==> src/mss_pkg.sv <==
// Shared types, constants and helpers for the mode sensitivity statistics block.
`timescale 1ns / 1ps
package mss_pkg;

  localparam int unsigned MAX_MODES  = 1024;
  localparam int unsigned MODE_W     = 10;

  localparam int unsigned FIFO_DEPTH = 4;
  localparam int unsigned FIFO_AW    = $clog2(FIFO_DEPTH);

  localparam int unsigned STEP_W     = 7;
  localparam logic [STEP_W-1:0] DIV_STEPS  = STEP_W'(80);
  localparam logic [STEP_W-1:0] SQRT_STEPS = STEP_W'(32);
  localparam logic [STEP_W-1:0] MUL_STEPS  = STEP_W'(48);

  // 2^32 / (16*pi^2), rounded
  localparam logic [47:0] EFF_K = 48'd27198198;

  localparam logic [15:0] AMP_LIMIT_RESET  = 16'd256;
  localparam logic [15:0] WAVELENGTH_RESET = 16'd410;

  localparam logic [1:0] REG_AMP_LIMIT  = 2'd0;
  localparam logic [1:0] REG_WAVELENGTH = 2'd1;

  typedef enum logic [1:0] {
    OP_DIV,
    OP_SQRT,
    OP_MUL
  } arith_op_e;

  typedef struct packed {
    logic      start;
    arith_op_e op;
  } arith_req_t;

  typedef struct packed {
    logic        cmd;
    logic [25:0] t;
    logic [23:0] absv;
    logic [16:0] mask;
    logic [23:0] ref_flux;
    logic        sel;
    logic        last;
  } pix_t;

  typedef enum logic [3:0] {
    ST_IDLE,
    ST_ACC,
    ST_SNR_DIV,
    ST_AVG_DIV,
    ST_DMR_DIV,
    ST_DMR_SQRT,
    ST_WFR_DIV,
    ST_WFR_SQRT,
    ST_SNR_SQRT,
    ST_SNRQ_DIV,
    ST_FRAC_DIV,
    ST_EFF_A,
    ST_EFF_MUL1,
    ST_EFF_MUL2,
    ST_EMIT
  } back_state_e;

  function automatic logic [63:0] add_sat64(input logic [63:0] a, input logic [63:0] b);
    logic [64:0] s;
    s = {1'b0, a} + {1'b0, b};
    return s[64] ? '1 : s[63:0];
  endfunction

endpackage

==> src/mss_front.sv <==
// Front end: takes pixel requests, forms the masked value and the SNR selection.
`timescale 1ns / 1ps
module mss_front import mss_pkg::*; (
  input  logic               in_valid_i,
  output logic               in_stall_o,
  input  logic               cmd_i,
  input  logic signed [23:0] pixel_value_i,
  input  logic [16:0]        mask_weight_i,
  input  logic [23:0]        reference_flux_i,
  input  logic               last_i,
  input  logic [15:0]        amp_limit_i,
  input  logic               fifo_full_i,
  output logic               push_o,
  output pix_t               entry_o
);

  logic signed [41:0] prod;
  logic [23:0]        absv;
  logic [20:0]        m10;
  logic [39:0]        lim;

  assign prod = pixel_value_i * $signed({1'b0, mask_weight_i});
  assign absv = pixel_value_i[23] ? (24'(~pixel_value_i) + 24'd1) : 24'(pixel_value_i);
  assign m10  = 21'(mask_weight_i) * 21'd10;
  assign lim  = 40'(absv) * 40'(amp_limit_i);

  assign in_stall_o = fifo_full_i;
  assign push_o     = in_valid_i && !fifo_full_i;

  always_comb begin
    entry_o.cmd      = cmd_i;
    entry_o.t        = prod[41:16];  // floor shift
    entry_o.absv     = absv;
    entry_o.mask     = mask_weight_i;
    entry_o.ref_flux = reference_flux_i;
    entry_o.sel      = (m10 > 21'd65536) && ({8'b0, reference_flux_i, 8'b0} > lim);
    entry_o.last     = last_i;
  end

endmodule

==> config.mk <==
export PLATFORM = sky130hd
export DESIGN_NAME = mss_front
export DESIGN_NICKNAME = d
export VERILOG_FILES = /design/src/mss_pkg.sv /design/src/mss_front.sv
export SDC_FILE = /design/constraint.sdc
export NUM_CORES = 2
export LEC_CHECK = 0
export BUFFER_PORTS_ARGS = -buffer_cell sky130_fd_sc_hd__buf_2
export CELL_PAD_IN_SITES_DETAIL_PLACEMENT = 0
export CELL_PAD_IN_SITES_GLOBAL_PLACEMENT = 1
export CORE_ASPECT_RATIO = 1.5
export CORE_MARGIN = 8
export CORE_UTILIZATION = 45
export DETAILED_ROUTE_END_ITERATION = 7
export PLACE_DENSITY_LB_ADDON = 0.3
export SETUP_SLACK_MARGIN = 0.02
export SLEW_MARGIN = 20
export SYNTH_ARGS = -nofsm -noshare
export SYNTH_HDL_FRONTEND = slang
export SYNTH_SLANG_ARGS = --single-unit
==> constraint.sdc <==
create_clock -name vclk -period 13.13
set_clock_uncertainty 0.05 [all_clocks]
set_input_delay 2.626 -clock vclk [all_inputs]
set_output_delay 2.626 -clock vclk [all_outputs]
set_load 0.005 [all_outputs]
==> reports/results.ini <==
[worst_setup_path]
cp.arrival_ns = 11.46
crit_end = entry_o[1]
crit_type = primary input to output pin
startpoint_type = primary input
cpPeakStageDelay_ns = 0.59
cp-startpoint = pixel_value_i[7]
end_kind = output pin
required_ns = 10.45
critPathMaxFanout = 4
cpMostUsedCell = fa_1
cp_slowest_cell = or4_4

[layout]
regArea_sq_um = 0
areaGrowthSynthToFinish_pct = 13.7
seq_cells = 0
nClkBuffers = 0
num-nets-final = 4672
nFillCells = 5997
layout-drive-gt1-share_pct = 15.7

[placement]
gp_congestion = 0.904
portBuffers = 177
hpwl_mm = 71.4

[global_route]
antenna_found_initial = 3
overflow = 0
grt_usage_pct = 23.9
grt_pass1_vias = 26708
grt_max_degree = 28
grt_pass1_wl_mm = 140

[floorplan]
die_area_sq_mm = 0.0726
ios = 181
start_util_pct = 45.5
rows = 113
die_w_um = 223
fp.dieH_um = 326
core_area_sq_mm = 0.0633

[timing]
setup_viol = 1
worst_pin_slew_ns = 0.886
period_needed_ns = 14.13
holdWs_ns = 5.20
hold_viol = 0
fin_crit_sh_pct = 108
finalSetupTns_ns = -1.00
slew_violations = 0
layout_setup_ws_ns = -1.00
rsz0062_at_grt = yes
slew_headroom_pct = 40.8
clock.fmax_ghz = 0.0708

[yosys]
synth_top_area_cell = fa_1
syn_avg_cell_area_sq_um = 8.65
ys_seq_area_share_pct = 0
yosysTopAreaCellShare_pct = 49.0
yosysMostFrequentCell = inv_1
syn_area_sq_mm = 0.0288
netlist_instances = 3332
synth_nets = 4390
netlist-cell-type-count = 71
synthTopCellsByCount = inv_1, fa_1, nand2_1
synth_warnings = 0
ys_top_cells_by_area = fa_1, ha_1, inv_1

[routing]
wl_per_cell_um = 19.3
drt_iter0_markers = 1028
drt_first_pass_iters = 6
drt-total-wl_mm = 85.2
num_vias = 23078
vias_per_cell = 5.22
antenna_left = 0
drc = 0

[status]
violations = negative setup slack
status = finished, violations left

[worst_hold_path]
min_path_type = primary input to output pin

[cts]
holdBufCountCts = 0

[run]
max-cap-violations = 0

## worst max-delay path, delay by kind of cell
kind | cells | cell delay (ns)
compound gates | 7 | 1.23
xor+xnor | 2 | 0.32
fa+ha+maj | 8 | 3.57
buf+inv | 10 | 1.18
simple gates | 14 | 2.55
## how the worst min path moves through the flow
stage,startpoint,endpoint,slack [ns],depth (start not counted)
after global placement,last_i,entry_o[0],5.20,0
after CTS,last_i,entry_o[0],5.20,0
after global routing,cmd_i,entry_o[93],5.20,0
after floorplan,fifo_full_i,push_o,5.23,1
after detailed placement,last_i,entry_o[0],5.20,0
final,cmd_i,entry_o[93],5.20,0
## area by class of cell
class / instances / area (sq um) / share of cell area, %
diodes: 3 / 7.51 / 0.0229
inverters: 786 / 2950 / 9.00
multi-input cells: 2350 / 25500 / 77.9
well taps: 805 / 1010 / 3.07
repair buffers: 476 / 3290 / 10.0
## per-stage QoR
stage	setup slack (ns)	area, sq um	util (%)	instances
after global routing	-1.35	32800	51.7	4418
after global placement	-1.17	32100	50.7	4386
final	-1.00	32800	51.7	4420
after detailed placement	-1.43	32100	50.7	4386
after CTS	-1.10	32700	51.6	4416
after floorplan	-0.341	29000	-	3332
## logic make-up after synthesis
group | count (synthesis) | share of synthesized area (%)
fa+ha+maj | 973 | 60.6
compound gates | 244 | 5.60
simple gates | 1047 | 17.7
buf+inv | 982 | 13.4
xor+xnor | 81 | 2.46
mux | 5 | 0.174
## what timing repair did
item	4_1_cts	5_1_grt
hold endpoints to repair	0	0
pin swaps	65	13
setup buffers	32	1
resized for setup	56	15
endpoints found under the setup margin	1	1
cloned	0	0
## layer usage
metal	track usage (%)	routed length (um)	part of all wire, %	up-vias
met5	0	0	0	-
met4	7.49	2940	3.4	0
met3	1.71	3450	4.1	183
met2	47.0	47100	55	676
met1	27.0	31600	37	11834
li1	-	-	-	10385
## placed cells by master, fill, tap and decap left out, drive strengths merged, types with 13 or more instances in the layout
cell type  count
inv          786
o21a          13
o21ai         46
nand2        539
xor2          22
a21oi         78
nand3         22
fa           706
and2         319
nand4         13
ha           267
buf          476
nor3          31
nor2          54
a21o          30
xnor2         59
