### config.mk
export PLATFORM = sky130hd
export DESIGN_NAME = mss_fifo
export DESIGN_NICKNAME = d
export VERILOG_FILES = /design/src/mss_pkg.sv /design/src/mss_fifo.sv
export SDC_FILE = /design/constraint.sdc
export NUM_CORES = 1
export LEC_CHECK = 0
export BUFFER_PORTS_ARGS = -buffer_cell sky130_fd_sc_hd__buf_2
export CAP_MARGIN = 40
export CORE_ASPECT_RATIO = 0.9
export CORE_MARGIN = 1
export CORE_UTILIZATION = 34
export DETAILED_ROUTE_END_ITERATION = 10
export PLACE_DENSITY = 0.5
export SLEW_MARGIN = 20
export SYNTH_ARGS = -nofsm -noshare
export SYNTH_HDL_FRONTEND = slang
export SYNTH_SLANG_ARGS = --single-unit
### constraint.sdc
create_clock -name clk_i -period 7.38 [get_ports clk_i]
set_input_delay 0.369 -clock clk_i [delete_from_list [all_inputs] [get_ports clk_i]]
set_output_delay 0.369 -clock clk_i [all_outputs]
set_load 0.02 [all_outputs]
### src/mss_pkg.sv
// Shared types, constants and helpers for the mode sensitivity statistics block.
`timescale 1ns / 1ps
package mss_pkg;

  localparam int unsigned MAX_MODES  = 1024;
  localparam int unsigned MODE_W     = 10;

  localparam int unsigned FIFO_DEPTH = 4;
  localparam int unsigned FIFO_AW    = $clog2(FIFO_DEPTH);

  localparam int unsigned STEP_W     = 7;
  localparam logic [STEP_W-1:0] DIV_STEPS  = STEP_W'(80);
  localparam logic [STEP_W-1:0] SQRT_STEPS = STEP_W'(32);
  localparam logic [STEP_W-1:0] MUL_STEPS  = STEP_W'(48);

  // 2^32 / (16*pi^2), rounded
  localparam logic [47:0] EFF_K = 48'd27198198;

  localparam logic [15:0] AMP_LIMIT_RESET  = 16'd256;
  localparam logic [15:0] WAVELENGTH_RESET = 16'd410;

  localparam logic [1:0] REG_AMP_LIMIT  = 2'd0;
  localparam logic [1:0] REG_WAVELENGTH = 2'd1;

  typedef enum logic [1:0] {
    OP_DIV,
    OP_SQRT,
    OP_MUL
  } arith_op_e;

  typedef struct packed {
    logic      start;
    arith_op_e op;
  } arith_req_t;

  typedef struct packed {
    logic        cmd;
    logic [25:0] t;
    logic [23:0] absv;
    logic [16:0] mask;
    logic [23:0] ref_flux;
    logic        sel;
    logic        last;
  } pix_t;

  typedef enum logic [3:0] {
    ST_IDLE,
    ST_ACC,
    ST_SNR_DIV,
    ST_AVG_DIV,
    ST_DMR_DIV,
    ST_DMR_SQRT,
    ST_WFR_DIV,
    ST_WFR_SQRT,
    ST_SNR_SQRT,
    ST_SNRQ_DIV,
    ST_FRAC_DIV,
    ST_EFF_A,
    ST_EFF_MUL1,
    ST_EFF_MUL2,
    ST_EMIT
  } back_state_e;

  function automatic logic [63:0] add_sat64(input logic [63:0] a, input logic [63:0] b);
    logic [64:0] s;
    s = {1'b0, a} + {1'b0, b};
    return s[64] ? '1 : s[63:0];
  endfunction

endpackage

### src/mss_fifo.sv
// Short queue between the front end and the back end.
`timescale 1ns / 1ps
module mss_fifo import mss_pkg::*; (
  input  logic clk_i,
  input  logic rst_ni,
  input  logic push_i,
  input  pix_t din_i,
  input  logic pop_i,
  output pix_t dout_o,
  output logic full_o,
  output logic empty_o
);

  pix_t               mem_q [FIFO_DEPTH];
  logic [FIFO_AW-1:0] wr_q, wr_d, rd_q, rd_d;
  logic [FIFO_AW:0]   cnt_q, cnt_d;
  logic               do_push, do_pop;

  assign full_o  = (cnt_q == (FIFO_AW+1)'(FIFO_DEPTH));
  assign empty_o = (cnt_q == '0);
  assign dout_o  = mem_q[rd_q];
  assign do_push = push_i && !full_o;
  assign do_pop  = pop_i && !empty_o;

  always_comb begin
    wr_d  = do_push ? ((wr_q == FIFO_AW'(FIFO_DEPTH-1)) ? '0 : wr_q + 1'b1) : wr_q;
    rd_d  = do_pop ? ((rd_q == FIFO_AW'(FIFO_DEPTH-1)) ? '0 : rd_q + 1'b1) : rd_q;
    cnt_d = cnt_q + (FIFO_AW+1)'(do_push) - (FIFO_AW+1)'(do_pop);
  end

  always_ff @(posedge clk_i or negedge rst_ni) begin
    if (!rst_ni) begin
      wr_q  <= '0;
      rd_q  <= '0;
      cnt_q <= '0;
    end else begin
      wr_q  <= wr_d;
      rd_q  <= rd_d;
      cnt_q <= cnt_d;
    end
  end

  always_ff @(posedge clk_i) begin
    if (do_push) begin
      mem_q[wr_q] <= din_i;
    end
  end

endmodule

==> results of run 1 <==
[state kept, by name (all words and copies together) (netlist names)]
register  cells
mem_q       376
wr_q          2
cnt_q         3
rd_q          2
[logic make-up after synthesis]
group                      count (synthesis)  share of synthesized area [%]
AOI/OAI and AO/OA                          1                        0.04461
adders and majority gates                  8                         0.7668
and+or+nand+nor                           11                         0.4726
muxes                                     97                          15.33
buffers and inverters                     29                          1.552
DFF                                      383                          81.71
xor gates and xnor gates                   2                         0.1249
[cells in the final DEF (no fill, tap or decap), types with 4 or more instances in the layout]
cell / n
and2_4: 4
buf_4: 7
inv_1: 7
buf_2: 193
clkinv_1: 12
clkbuf_16: 43
dlygate4sd3_1: 41
clkbuf_1: 9
clkinv_2: 4
dfrtp_1: 5
edfxtp_1: 376
ha_1: 7
mux4_2: 94
[through the flow]
stage	hold slack, ns	area (um2)	total power, W
6_report	0.03860	17340	0.007166
5_1_grt	0.007745	17340	0.007513
4_1_cts	0.0002249	17260	0.007287
3_5_place_dp	0.2192	15570	0.005317
3_3_place_gp	0.2116	15550	0.005254
2_1_floorplan	0.07341	14030	0.004602
[worst max-delay path, delay by kind of cell, from the launching register on]
kind	cells	cell delay [ns]
DFF	1	0.90
muxes	1	0.45
buffers and inverters	2	0.95
[worst paths after layout]
kind,end,slack (ns),cells after the start
hold reg to reg,cnt_q[0],0.58,1
setup / recovery,dout_o[16],4.09,3
max in group asynchronous,rd_q[1],6.98,2
min in group asynchronous,cnt_q[1],0.21,2
hold / removal,mem_q[3][76],0.04,1
setup reg to reg,mem_q[3][5],4.49,4
[layer usage]
layer	up-vias	wire length (um)	global-route usage [%]
met5	-	0	0
met3	53	1532	3.678
met2	163	13900	22.46
met1	3391	12160	17.09
li1	2822	-	-
met4	0	775	5.608
[final cells by class]
cell class,count,area share (%)
well taps,540,3.896
flip-flops and latches,383,66.16
repair buffers,245,8.788
inverters,7,0.1515
multi-input cells,119,13.60
clock inverters,21,0.9596
clock buffers,52,6.400
diodes,3,0.04329
[report_power, final]
part,total [W],switching [W],internal [W]
sequential,0.00304,0.000167,0.00287
combinational,0.00220,0.00130,0.000903
clock,0.00193,0.000792,0.00113
total,0.00717,0.00226,0.00491
[timing repair]
action / CTS / global route
hold buffers: 41 / 0
buffers inserted: 0 / 0
resized for setup: 0 / 0
endpoints found under the hold margin: 150 / 0
==> run metrics, run 1 <==
status completed; RSZ-0062 raised after global routing false; synth warn 0; Die Height 194.7 um; # IOs 194; clk_lat worst skew 0.56 ns; Max Root-Sink Buffers 3; drt wl/cell 20.70 um; gp weighted congestion 0.6965; Filler cells 3547; top cells by count, synth edfxtp_1, mux4_2, buf_2; Die Wd 216.1 um; Rows 70; Layout area overhead 23.58%; DPL Wire Length 16.73 mm; Post-synth top flop edfxtp_1; syn nets 637; Hold Crit Start din_i[76]; Crit path largest cell delay 0.90 ns; worst slack at placement 4.372 ns; post-layout util 42.67%; post-synthesis async set-or-reset flop share 1.828%; Crit path required time 7.01 ns; CP cell instances buf_4 -> mux4_2 -> buf_2; Crit. Startpoint rd_q[1]; fin crit share 44.58%; clock-pin slew on the worst setup and hold paths 0.06 ns; area of the multi-input gates 2359 um2; post-synth top area cell edfxtp_1; Worst Path Max Fanout 53; Leak 5.893 nW; Setup TNS Final 0 ns; GRT Total Usage 13.66%; most numerous cell in the Yosys netlist edfxtp_1; 1st-pass router iterations 4; HP Class in -> reg; Final Max Slew Viols 0; peak supply drop 0.2992 mV; Initial DRC Count 379; pin count of the biggest net entering global routing 54; DR DRC count 0; crit path time final 3.290 ns; register area 11470 um2; Post-Layout Cell Count 1370; Slew Limit Headroom 44.54%; max_cap viols 0; Post-synth EDFFs 376; sequential area share after synthesis 81.71%; DP Cell Count 1250; Detail Route Antenna Nets 0; first-pass GRT wire length 42.72 mm; setup ws final 4.090 ns; DR vias/cell 4.693; CORE AREA 40640 um2; Power Dens Cells 413.2 nW/um2; final hold vios 0; initial antenna violation count 3; Overflow after GRT 0; DRT Wirelength 28.36 mm; Die ar. 42090 um2; Gate Count Post-Synth 531; initial core utilization 34.53%; Cell variety after synth 21; share of cells above drive strength 1 43.53%; crit path DAT 2.92 ns; slowest cell on the critical path dfrtp_4; synth top area cells edfxtp_1, mux4_2, dfrtp_1, ha_1, buf_12; vias in the first global route 7147; CTS sink cnt 383; Port-buffer cells 193; Avg Inst Size Synth 26.43 um2; nets@finish 904; Final setup viols 0; CP Launch Type flip-flop; Worst Setup Path Type reg -> out; Synth Register Bits 383; vias after detailed routing 6429; Clock Skew 0.01759 ns; Syn Std Cell Area 14030 um2; Num CTS Buffers 42; Slew @ Worst Pin 0.8319 ns; CTS H-tree lvls 2; post-synth top area share 80.46%; max frequency 0.3040 GHz; Crit. End Element primary output; Root Buffer clkbuf_16; CTS tree yes; Reg-to-Reg Start cnt_q[2]
Note: power is estimated with default switching activity, not from simulation.
==> run 2, diff against run 1 <==
ABC_AREA = 1   (was not set)
PLACE_DENSITY = 0.51   (was 0.5)
clock period = 2.9 ns   (was 7.38 ns; I/O delays follow)
==> run metrics, run 2 <==
1st-pass router iterations 4; DR WL met2 14.79 mm; Die Wd 227.2 um; crit path time final 2.390 ns; commonest non-fill, non-tap cells in the layout edfxtp_1, nand2_1, inv_1; DRT Wirelength 31.82 mm; Die Height 204.7 um; Detail Route Antenna Nets 0; GRT Total Usage 13.82%; Met3 Wirelength 1.552 mm; Slew @ Worst Pin 0.6852 ns; Layout area overhead 23.96%; DP Cell Count 1904; Cell variety after synth 16; top cells by count, synth edfxtp_1, nand2_1, inv_1, o211ai_1, buf_6; first-pass GRT wire length 49.48 mm; vias after detailed routing 9207; Leak 7.566 nW; Post-synth top flop edfxtp_1; CP Launch Type flip-flop; fin crit share 82.40%; initial core utilization 34.82%; post-synth top area cell edfxtp_1; share of cells above drive strength 1 19.12%; Max Root-Sink Buffers 3; Setup TNS Final 0 ns; Worst Path Max Fanout 138; most numerous cell in the Yosys netlist edfxtp_1; synth warn 0; DR vias/cell 4.429; clk_lat worst skew 0.55 ns; Die ar. 46510 um2; Final Max Slew Viols 0; Met1 Wirelength 14.83 mm; Avg Inst Size Synth 13.44 um2; complex-gate fraction of the synthesized area 9.416%; Largest regs mem_q (376), cnt_q (3); Final setup viols 0; RSZ-0062 raised after global routing false; Post-Layout Cell Count 2079; Top Layer Used met4; setup ws final 0.5103 ns; hold buffers post-CTS 98; Root Buffer clkbuf_16; Post-synth EDFFs 376; CTS sink cnt 383; # IOs 194; xor and xnor fraction of the mapped netlist area 0%; Power Dens Cells 1007 nW/um2; initial antenna violation count 4; Syn Std Cell Area 15520 um2; max frequency 0.4185 GHz; Synth Register Bits 383; synth top area cells edfxtp_1, o211ai_1, nand2_1, inv_1, buf_6; max_cap viols 0; HP Class in -> reg; Port-buffer cells 193; # resized after CTS 0; post-synthesis async set-or-reset flop share 1.828%; crit path DAT 2.24 ns; Rows 73; Overflow after GRT 0; post-synth top area share 72.75%; Synth Area in Adders 0.6933%; R2R Setup Slk 0.72 ns; DR DRC count 0; Gate Count Post-Synth 1155; sequential area share after synthesis 73.88%; CTS H-tree lvls 2; pin count of the biggest net entering global routing 139; most flop-heavy register mem_q; gp weighted congestion 0.6938; Slew Limit Headroom 54.32%; Power, Total 0.01937 W; final hold vios 0; Crit. End Element primary output; post-layout util 43.16%; Num CTS Buffers 42; syn nets 1261; combinational family with the most area after synthesis compound AO/OA/AOI/OAI gates; Worst Setup Path Type reg -> out; peak supply drop 1.145 mV; Crit path required time 2.76 ns; most common cell after layout, fill and taps aside edfxtp_1; worst slack at placement 0.7285 ns; Clock Skew 0.01259 ns; max reg flops 376; clock-pin slew on the worst setup and hold paths 0.06 ns; post-synthesis mux area share 0%; DPL Wire Length 17.51 mm; status completed; vias in the first global route 8976; Initial DRC Count 391; Post-CTS Setup Inserts 0; Filler cells 4176; CORE AREA 44570 um2; CTS tree yes; nets@finish 1552; Post-Synth Simple-Gate Area 7.578%; drt wl/cell 15.31 um
-- run 2: cell type report --
type | count | area (um2) | area share (%)
antenna | 4 | 10.01 | 0.05203
clock buffer | 49 | 1099 | 5.710
clock inverter | 24 | 142.6 | 0.7414
inverter | 202 | 760.7 | 3.954
multi-input combinational | 507 | 2775 | 14.43
sequential | 383 | 11470 | 59.64
tap | 600 | 750.7 | 3.902
timing repair buffer | 310 | 2227 | 11.58
-- run 2: cell families after synthesis --
family | after synthesis
flip-flops | 383
adder cells (fa/ha/maj) | 8
buffers and inverters | 265
AO/OA/AOI/OAI | 188
AND/OR/NAND/NOR | 311
-- run 2: path summary, 6_finish.rpt --
check	endpoint	from	depth (start not counted)
max in group asynchronous	rd_q[1]	rst_ni	3
hold reg to reg	cnt_q[0]	cnt_q[0]	1
setup / recovery	dout_o[42]	rd_q[0]	5
min in group asynchronous	cnt_q[0]	rst_ni	3
setup reg to reg	cnt_q[2]	cnt_q[1]	9
hold / removal	mem_q[0][10]	din_i[10]	2
-- run 2: metrics by stage --
stage	instance area, um2	hold slack (ns)
detailed placement	17010	-0.008258
CTS	19230	0.2977
floorplan	15530	-0.1506
finish	19240	0.3416
global placement	17010	-0.005932
global route	19240	0.3332
-- run 2: power breakdown --
part	switching [W]	total, W	internal, W
clock	0.00206	0.00484	0.00278
sequential	0.000295	0.00757	0.00727
combinational	0.00481	0.00696	0.00215
total	0.00716	0.0194	0.0122
-- run 2: worst max-delay path, cell delays in order, from the launching register on --
cell	delay, ns
dfrtp_4	0.64
buf_12	0.43
nand2_1	0.13
o211ai_1	0.11
nand2_1	0.08
buf_2	0.16
-- run 2: routing by layer --
layer / up-vias / track usage (%)
met2: 165 / 22.50
met1: 4398 / 18.07
met4: 0 / 4.434
met3: 47 / 3.371
met5: - / 0
li1: 4597 / -
==> run 3, diff against run 2 <==
PLACE_DENSITY = 0.5   (was 0.51)
clock period = 2.4 ns   (was 2.9 ns; I/O delays follow)
==> run metrics, run 3 (synthesized netlist as in run 2, its figures left out) <==
# IOs 194; Initial DRC Count 422; Clock Skew 0.01379 ns; Die Wd 227.2 um; Port-buffer cells 193; status completed; Slew Limit Headroom 68.13%; Crit. End Element primary output; worst slack at placement 0.4159 ns; post-layout util 43.51%; Overflow after GRT 0; initial core utilization 34.82%; Max Root-Sink Buffers 3; DR vias/cell 4.391; CORE AREA 44570 um2; Slew @ Worst Pin 0.4781 ns; Worst Path Max Fanout 103; Die ar. 46510 um2; pin count of the biggest net entering global routing 104; clk_lat worst skew 0.55 ns; fin crit share 92.18%; Final Max Slew Viols 0; Die Height 204.7 um; max reg flops 376; DP Cell Count 1910; Final setup viols 0; 1st-pass router iterations 5; Largest regs mem_q (376), cnt_q (3); setup ws final 0.1878 ns; nets@finish 1559; RSZ-0062 raised after global routing false; drt wl/cell 15.37 um; max_cap viols 0; peak supply drop 0.7069 mV; Power, Total 0.02369 W; CTS sink cnt 383; final hold vios 0; # resized after CTS 0; Post-Layout Cell Count 2088; share of cells above drive strength 1 19.80%; Num CTS Buffers 42; clock-pin slew on the worst setup and hold paths 0.06 ns; commonest non-fill, non-tap cells in the layout edfxtp_1, nand2_1, inv_1; CTS H-tree lvls 2; Root Buffer clkbuf_16; crit path time final 2.212 ns; CTS tree yes; GRT Total Usage 13.95%; crit path DAT 2.09 ns; max frequency 0.4520 GHz; Detail Route Antenna Nets 0; Power Dens Cells 1222 nW/um2; Leak 7.641 nW; DPL Wire Length 17.91 mm; gp weighted congestion 0.6891; Crit path required time 2.28 ns; initial antenna violation count 3; DP Area 17110 um2; Layout area overhead 24.96%; Worst Setup Path Type reg -> out; most flop-heavy register mem_q; vias after detailed routing 9168; DR DRC count 0; DRT Wirelength 32.09 mm; most common cell after layout, fill and taps aside edfxtp_1; first-pass GRT wire length 49.84 mm; cell area after layout 19390 um2; vias in the first global route 9102; Rows 73; CP Launch Type flip-flop; HP Class in -> reg
[run 3: worst max-delay path, cell delays in order (launching register included)]
cell and delay, ns:
dfrtp_4 0.61, buf_12 0.36, nand2_1 0.12, o211ai_1 0.10, nand2_1 0.08, buf_2 0.17
[run 3: worst paths after layout]
| path | start | endpoint | slack, ns | cells past startpoint |
|---|---|---|---|---|
| max | rd_q[0] | dout_o[56] | 0.19 | 5 |
| min | din_i[4] | mem_q[1][4] | 0.33 | 2 |
| max reg2reg | cnt_q[0] | cnt_q[2] | 0.40 | 10 |
| min reg2reg | cnt_q[0] | cnt_q[0] | 0.53 | 1 |
| max in group asynchronous | rst_ni | rd_q[1] | 1.57 | 3 |
| min in group asynchronous | rst_ni | rd_q[0] | 0.55 | 3 |
[run 3: metrics by stage]
step / hold slack [ns] / setup TNS, ns
2_1_floorplan: -0.1756 / -20.70
3_3_place_gp: -0.03137 / 0
3_5_place_dp: -0.02833 / 0
4_1_cts: 0.2811 / 0
5_1_grt: 0.3075 / 0
6_report: 0.3280 / 0
[run 3: power breakdown]
| part | internal (W) | switching [W] | total [W] |
|---|---|---|---|
| Clock | 0.00349 | 0.00245 | 0.00594 |
| Sequential | 0.00878 | 0.000348 | 0.00913 |
| Combinational | 0.00275 | 0.00587 | 0.00862 |
| Total | 0.0150 | 0.00867 | 0.0237 |
[run 3: routing by layer]
metal	wire, um	up-vias	GRT usage (%)
li1	-	4613	-
met1	14800	4329	18.21
met2	15010	182	22.83
met3	1628	44	3.285
met4	639	0	4.434
met5	0	-	0
[run 3: what timing repair did]
action | in CTS | in global routing
buffers inserted | 0 | 1
hold endpoints to repair | 387 | 0
endpoints found under the setup margin | 0 | 51
hold buffers | 98 | 0
[run 3: cell type report]
| cell class | count | area [um2] |
|---|---|---|
| inverters | 202 | 759.5 |
| multi-input cells | 507 | 2788 |
| clock inverters | 13 | 67.56 |
| well taps | 600 | 750.7 |
| flip-flops and latches | 383 | 11470 |
| diodes | 3 | 7.507 |
| repair buffers | 317 | 2333 |
| clock buffers | 63 | 1214 |
| fillers | 4151 | 25180 |
